File: src/hdl/nvs_pkg.sv
`default_nettype none
// ----------------------------------------------------------------------------
// nvs_pkg
// shared types, sizes and codes of the nearest vertex search block
// ----------------------------------------------------------------------------
package nvs_pkg;

  localparam int MAX_VERTICES = 1024;
  localparam int ADDR_W       = (MAX_VERTICES > 1) ? $clog2(MAX_VERTICES) : 1;
  localparam int CNT_W        = $clog2(MAX_VERTICES + 1);

  localparam int COORD_W  = 16;
  localparam int ABS_W    = 16;
  localparam int SQ_W     = 2 * ABS_W;
  localparam int DIST_W   = 34;
  localparam int INDEX_W  = 10;
  localparam int STATUS_W = 2;
  localparam int ACTION_W = 2;

  typedef enum logic [ACTION_W-1:0] {
    ACT_LOAD  = 2'd0,
    ACT_CLEAR = 2'd1,
    ACT_QUERY = 2'd2
  } action_t;

  typedef enum logic [STATUS_W-1:0] {
    STATUS_OK    = 2'd0,
    STATUS_FULL  = 2'd1,
    STATUS_EMPTY = 2'd2
  } status_t;

  typedef enum logic [1:0] {
    ST_IDLE,
    ST_SCAN,
    ST_DRAIN,
    ST_DONE
  } state_t;

  typedef struct packed {
    logic signed [COORD_W-1:0] x;
    logic signed [COORD_W-1:0] y;
    logic signed [COORD_W-1:0] z;
  } vertex_t;

  // control that travels alongside one vertex through the scan pipeline
  typedef struct packed {
    logic              vld;
    logic              last;
    logic [ADDR_W-1:0] idx;
  } scan_tag_t;

  // low bits of a store index, zero extended when the store is narrow
  function automatic logic [INDEX_W-1:0] to_index(input logic [ADDR_W-1:0] idx);
    logic [ADDR_W+INDEX_W-1:0] ext;
    ext = {{INDEX_W{1'b0}}, idx};
    return ext[INDEX_W-1:0];
  endfunction

endpackage
`default_nettype wire

File: src/hdl/nvs_dist_unit.sv
`default_nettype none
// ----------------------------------------------------------------------------
// nvs_dist_unit
// three-stage squared distance: abs difference, square, sum
// ----------------------------------------------------------------------------
module nvs_dist_unit
  import nvs_pkg::*;
(
  input  wire logic      clk,
  input  wire logic      rst_n,
  input  wire scan_tag_t tag_in,
  input  wire vertex_t   vtx_in,
  input  wire vertex_t   qry,
  output scan_tag_t      tag_out,
  output vertex_t        vtx_out,
  output logic [DIST_W-1:0] dist_out
);

  scan_tag_t tag1_r, tag2_r, tag3_r;
  vertex_t   vtx1_r, vtx2_r, vtx3_r;
  logic [ABS_W-1:0]  ax_r, ay_r, az_r;
  logic [SQ_W-1:0]   sx_r, sy_r, sz_r;
  logic [DIST_W-1:0] sum_r;

  function automatic logic [ABS_W-1:0] abs_diff(input logic signed [COORD_W-1:0] a,
                                                input logic signed [COORD_W-1:0] b);
    logic signed [COORD_W:0] d;
    logic signed [COORD_W:0] m;
    d = {a[COORD_W-1], a} - {b[COORD_W-1], b};
    m = d[COORD_W] ? -d : d;
    return m[ABS_W-1:0];
  endfunction

  always_ff @(posedge clk) begin
    if (!rst_n) begin
      tag1_r.vld <= 1'b0;
      tag2_r.vld <= 1'b0;
      tag3_r.vld <= 1'b0;
    end else begin
      tag1_r.vld <= tag_in.vld;
      tag2_r.vld <= tag1_r.vld;
      tag3_r.vld <= tag2_r.vld;
    end
    tag1_r.last <= tag_in.last;
    tag1_r.idx  <= tag_in.idx;
    tag2_r.last <= tag1_r.last;
    tag2_r.idx  <= tag1_r.idx;
    tag3_r.last <= tag2_r.last;
    tag3_r.idx  <= tag2_r.idx;
    vtx1_r <= vtx_in;
    vtx2_r <= vtx1_r;
    vtx3_r <= vtx2_r;
    ax_r <= abs_diff(vtx_in.x, qry.x);
    ay_r <= abs_diff(vtx_in.y, qry.y);
    az_r <= abs_diff(vtx_in.z, qry.z);
    sx_r <= ax_r * ax_r;
    sy_r <= ay_r * ay_r;
    sz_r <= az_r * az_r;
    sum_r <= DIST_W'(sx_r) + DIST_W'(sy_r) + DIST_W'(sz_r);
  end

  assign tag_out  = tag3_r;
  assign vtx_out  = vtx3_r;
  assign dist_out = sum_r;

endmodule
`default_nettype wire

File: config.mk
export PLATFORM = sky130hd
export DESIGN_NAME = nvs_dist_unit
export DESIGN_NICKNAME = d
export VERILOG_FILES = /design/src/hdl/nvs_pkg.sv /design/src/hdl/nvs_dist_unit.sv
export SDC_FILE = /design/constraint.sdc
export NUM_CORES = 2
export LEC_CHECK = 0
export BUFFER_PORTS_ARGS = -buffer_cell sky130_fd_sc_hd__buf_4
export CORE_MARGIN = 2
export CORE_UTILIZATION = 50
export DETAILED_ROUTE_END_ITERATION = 16
export HOLD_SLACK_MARGIN = 0.03
export PLACE_DENSITY = 0.78
export SYNTH_ARGS = -nofsm -noshare
export SYNTH_HDL_FRONTEND = slang
export SYNTH_SLANG_ARGS = --single-unit
File: constraint.sdc
create_clock -name clk -period 6.7 [get_ports clk]
set_clock_uncertainty 0.05 [all_clocks]
set_input_delay 1.34 -clock clk [delete_from_list [all_inputs] [get_ports clk]]
set_output_delay 1.34 -clock clk [all_outputs]
set_load 0.005 [all_outputs]
=== Word level (Yosys, flattened, before mapping) ===
Index checks and enable logic that the tools add are counted.

* Add/subtract/negate cells: 8
* Multiply operators: 3
* Muxes and demuxes: 3

{| class="wikitable"
|+ Operators by type and width
! cell !! count
|-
| multiplier 16 x 16 -> 32 bit || 3
|-
| subtractor 16 x 16 -> 17 bit || 3
|-
| 2-to-1 mux 16 bit || 3
|-
| negation 16 bit || 3
|-
| adder 33 x 32 -> 34 bit || 1
|-
| adder 32 x 32 -> 33 bit || 1
|}

* Flip-flop bits (word level): 358
* Input bits: 110
* Output and inout bits: 94
* Logic and storage cells: 39

=== Depth between registers and ports, before layout ===
* Depth after elaboration: 3
* Mapped depth: 25
* Depth with buffers taken out: 24

=== Least setup slack after synthesis ===
OpenSTA, ideal clock, no wires.

* Path kind: reg-to-reg
* Start: register az_r[14]
* End: register sz_r[29]
* Setup time: 0.072 ns
* Arrival time: 5.951 ns
* Data required time: 6.578 ns
* Setup slack: 0.627 ns
* Cell stages (with the launch flop): 23
* Buffers on the path: 2
* Period minus slack after synthesis: 6.073 ns
* Cell sequence: dfxtp_1 clkbuf_1 clkbuf_1 nand2_1 fa_1 fa_1 inv_1 fa_1 fa_1 fa_1 inv_1 fa_1 inv_1 ha_1 a21o_1 a21oi_1 nor2b_1 or4_1 o21bai_1 o2111ai_1 a21o_1 a21oi_1 xnor2_1

* Word-level cells in the longest chain between the ends: 1

{| class="wikitable"
|+ RTL lines
! element !! RTL line !! RTL
|-
| start: declaration || nvs_dist_unit.sv:21 || <nowiki>logic [ABS_W-1:0] ax_r, ay_r, az_r;</nowiki>
|-
| start signal: assignment || nvs_dist_unit.sv:55 || <nowiki>az_r <= abs_diff(vtx_in.z, qry.z);</nowiki>
|-
| multiplier 16 x 16 -> 32 bit || nvs_dist_unit.sv:58 || <nowiki>sz_r <= az_r * az_r;</nowiki>
|-
| end signal: assignment || nvs_dist_unit.sv:58 ||
|-
| end: declaration || nvs_dist_unit.sv:22 || <nowiki>logic [SQ_W-1:0] sx_r, sy_r, sz_r;</nowiki>
|}

Every way passes these cells.
A chain may end at the register's enable or synchronous reset.

=== Final worst setup path ===
* Start: register ax_r[11]
* End: register sx_r[30]

* Word-level cells in the longest chain between the ends: 1

{| class="wikitable"
|+ RTL lines
! element !! RTL line !! RTL
|-
| start: declaration || nvs_dist_unit.sv:21 ||
|-
| start signal: assignment || nvs_dist_unit.sv:53 || <nowiki>ax_r <= abs_diff(vtx_in.x, qry.x);</nowiki>
|-
| multiplier 16 x 16 -> 32 bit || nvs_dist_unit.sv:56 || <nowiki>sx_r <= ax_r * ax_r;</nowiki>
|-
| end signal: assignment || nvs_dist_unit.sv:56 ||
|-
| end: declaration || nvs_dist_unit.sv:22 ||
|}

Every way passes these cells.

==> run_results.csv <==
group,metric,value,unit
status,outcome,"finished, final reports clean",
cells_and_area,final_util,56.89,%
drt,antenna_left,0,
floorplan,boundaryPins,204,
timing,min_period,6.458,ns
timing,relSlewSlack,30.43,%
worst_hold_path,min_path_type,"register to register",
cells_and_area,final_nets,4810,
synth,netlist_instances,3572,
placement,io_buffers,203,
global_routing,grt_util_all_layers,21.15,%
synth,yosysUniqueCellTypes,81,
global_routing,grt_antenna_before_repair,0,
drt,drt_pass1_iterations,5,
synth,ys_seq_area_share,20.75,%
synth,synth_ff_type,"dfxtp_1",
cells_and_area,stdcell_area,38410,µm²
global_routing,grt_pass1_wl,121.5,mm
cells_and_area,num_antenna_cells,0,
cells_and_area,drive_gt1_share,10.13,%
timing,hold_viol,0,
clock_tree,cts_tree,"yes",
cells_and_area,fillerInstances,5789,
timing,min_period_over_period,96.38,%
synth,async_flop_share,0,%
critical_path,cp_slowest_cell,"dfxtp_1",
clock_tree,clkTransAtPathRegs,0.06,ns
floorplan,die_x,265.7,µm
critical_path,critPathMaxStageDelay,0.71,ns
synth,ys_warn_count,0,
critical_path,crit_buf_inv,2,
critical_path,cp-end-kind,"register",
synth,syn_area,34250,µm²
floorplan,die-area,70600,µm²
drt,wl_per_cell,15.29,µm
clock_tree,root_buffer,"clkbuf_16",
critical_path,worst_ep_arrival_time,6.92,ns
global_routing,grt_max_degree,20,
placement,placed_cell_area,36940,µm²
placement,dpl.hpwl,59.40,mm
floorplan,rows,95,
timing,worst_slew_pin_slew,1.044,ns
drt,wirelength,71.88,mm
clock_tree,htreeDepth,2,
synth,synth_seq_cells,355,
drt,remaining_drc_errors,0,
timing,report.final.slew_viol_count,0,
critical_path,cp_max_fo,14,
synth,synth_edf_count,0,
clock_tree,clk_path_buf_depth,3,
critical_path,startpoint_type,"register",
critical_path,path_delay_family,"adder cells",
floorplan,core-area,67510,µm²
critical_path,crit_top_cell,"fa_1",
clock_tree,cts_made_buffers,42,
floorplan,die_y,265.7,µm
timing,fmax,154.9,MHz
timing,hold_ws,0.2658,ns
drt,vias,23980,
global_routing,grt-ovfl-total,0,
flow_run,drv_cap,0,
critical_path,crit_chain,"nand2_1 > fa_1 > fa_1 > inv_1 > fa_1 > fa_1 > fa_1 > fa_1 > ha_1 > and4_1 > nand2_1 > inv_1 > a32oi_1 > a21oi_1 > o21ai_0 > a21oi_1 > a221oi_1 > xnor2_1",
timing,setup_viol,0,
critical_path,required,7.16,ns
timing,setup_tns,0,ns
synth,post_synth.cell_area_avg,9.588,µm²
drt,drt_iter0_drc,1425,
clock_tree,clock-sinks,355,
cells_and_area,areaGrowthSynthToFinish,12.16,%
placement,place_congestion,0.9121,
global_routing,grt_pass1_vias,25580,
cells_and_area,final_cell_mix,"inv_1, fa_1, ha_1, dfxtp_1, nand2_1",
critical_path,path_class,"register to register",
floorplan,start_util,50.72,%
clock_tree,insertion_delay,0.59,ns
critical_path,rrSetupSlack,0.24,ns
cells_and_area,layout_commonest_cell,"inv_1",
drt,viasPerCell,5.101,
==> layer usage <==
layer / up-vias / GRT usage (%) / wire length (µm)
met1: 11650 / 27.44 / 30830
met2: 634 / 36.43 / 35020
met5: - / 0 / 0
met4: 0 / 6.347 / 1772
li1: 11560 / - / -
met3: 133 / 3.373 / 4255
==> through the flow <==
step                setup slack [ns]  std cells
floorplan                     0.6266       3574
global placement              0.2664       4625
detailed placement            0.1782       4625
CTS                          0.04548       4702
global route               -0.003358       4702
finish                        0.2424       4702
==> repair_timing <==
action | in CTS | in global routing
hold buffers | 0 | 0
setup buffers | 0 | 0
resized for setup | 0 | 25
setup endpoints to repair | 0 | 13
==> sequential cells by signal (all words and copies together), names as in the netlist <==
signal,count
ax_r,16
sy_r,31
vtx1_r,48
tag1_r,12
sx_r,31
sz_r,31
vtx2_r,48
ay_r,16
tag2_r,12
tag_out,12
vtx_out,48
az_r,16
dist_out,34
==> synthesized netlist by cell type, drive strengths merged, types with 9 or more instances <==
cell type    n  area (µm²)
clkbuf      68       255.2
dfxtp      355        7107
inv        834        3131
o21a        26       196.4
ha         383        4792
xor2        63       566.8
a21o        67       503.0
a211oi      16       132.6
a21oi      130       658.1
nor3        34       180.2
xnor2      131        1147
nor2b       38       237.7
fa         521       10430
or2         16       100.1
nand3       28       140.1
a31oi       15       108.9
o21bai      24       183.9
and2       137       857.1
or3         10       62.56
a31o        10       87.58
a2111oi      9       78.83
and3        20       125.1
o21ai       82       417.9
nand2      275        1035
nand2b      24       150.1
nor2       130       488.0
==> cell families (layout without fill, tap and decap cells) <==
| kind of cell | after synthesis | in the layout | share of synthesized area, % |
|---|---|---|---|
| adders and majority gates | 904 | 904 | 44.45 |
| buffers and inverters | 903 | 1158 | 9.901 |
| and+or+nand+nor | 747 | 747 | 10.64 |
| AOI/OAI and AO/OA | 461 | 461 | 9.017 |
| DFF | 355 | 355 | 20.75 |
| xor gates and xnor gates | 194 | 194 | 5.005 |
| muxes | 7 | 7 | 0.2229 |
| other | 1 | 3 | 0.01095 |
==> final timing paths <==
check                           cells after the start             endpoint               start
worst max-delay path                               18     sx_r[30]$_DFF_P_    ax_r[11]$_DFF_P_
worst min-delay path                                0  vtx_out[42]$_DFF_P_  vtx2_r[42]$_DFF_P_
worst max register to register                     18     sx_r[30]$_DFF_P_    ax_r[11]$_DFF_P_
worst min register to register                      0  vtx_out[42]$_DFF_P_  vtx2_r[42]$_DFF_P_
==> final cells by class <==
cell class	count	area, µm²	share of cell area [%]
Multi-Input combinational cell	2316	23780	61.90
Tap cell	873	1092	2.844
Clock inverter	24	262.8	0.6841
Timing Repair Buffer	247	1854	4.828
Sequential cell	355	7131	18.56
Inverter	834	3131	8.150
Clock buffer	53	1162	3.026
==> worst reg2reg max path, cell delays in order (launching register included) <==
cell      delay (ns)
dfxtp_1         0.71
nand2_1         0.22
fa_1            0.53
fa_1            0.55
inv_1           0.06
fa_1            0.49
fa_1            0.58
fa_1            0.44
fa_1            0.44
ha_1            0.36
and4_1          0.26
nand2_1         0.13
inv_1           0.07
a32oi_1         0.24
a21oi_1         0.17
o21ai_0         0.36
a21oi_1         0.16
a221oi_1        0.40
xnor2_1         0.16
Power is not shown: default switching activity piles up to over one toggle a cycle in this logic, so the estimate is an artifact.
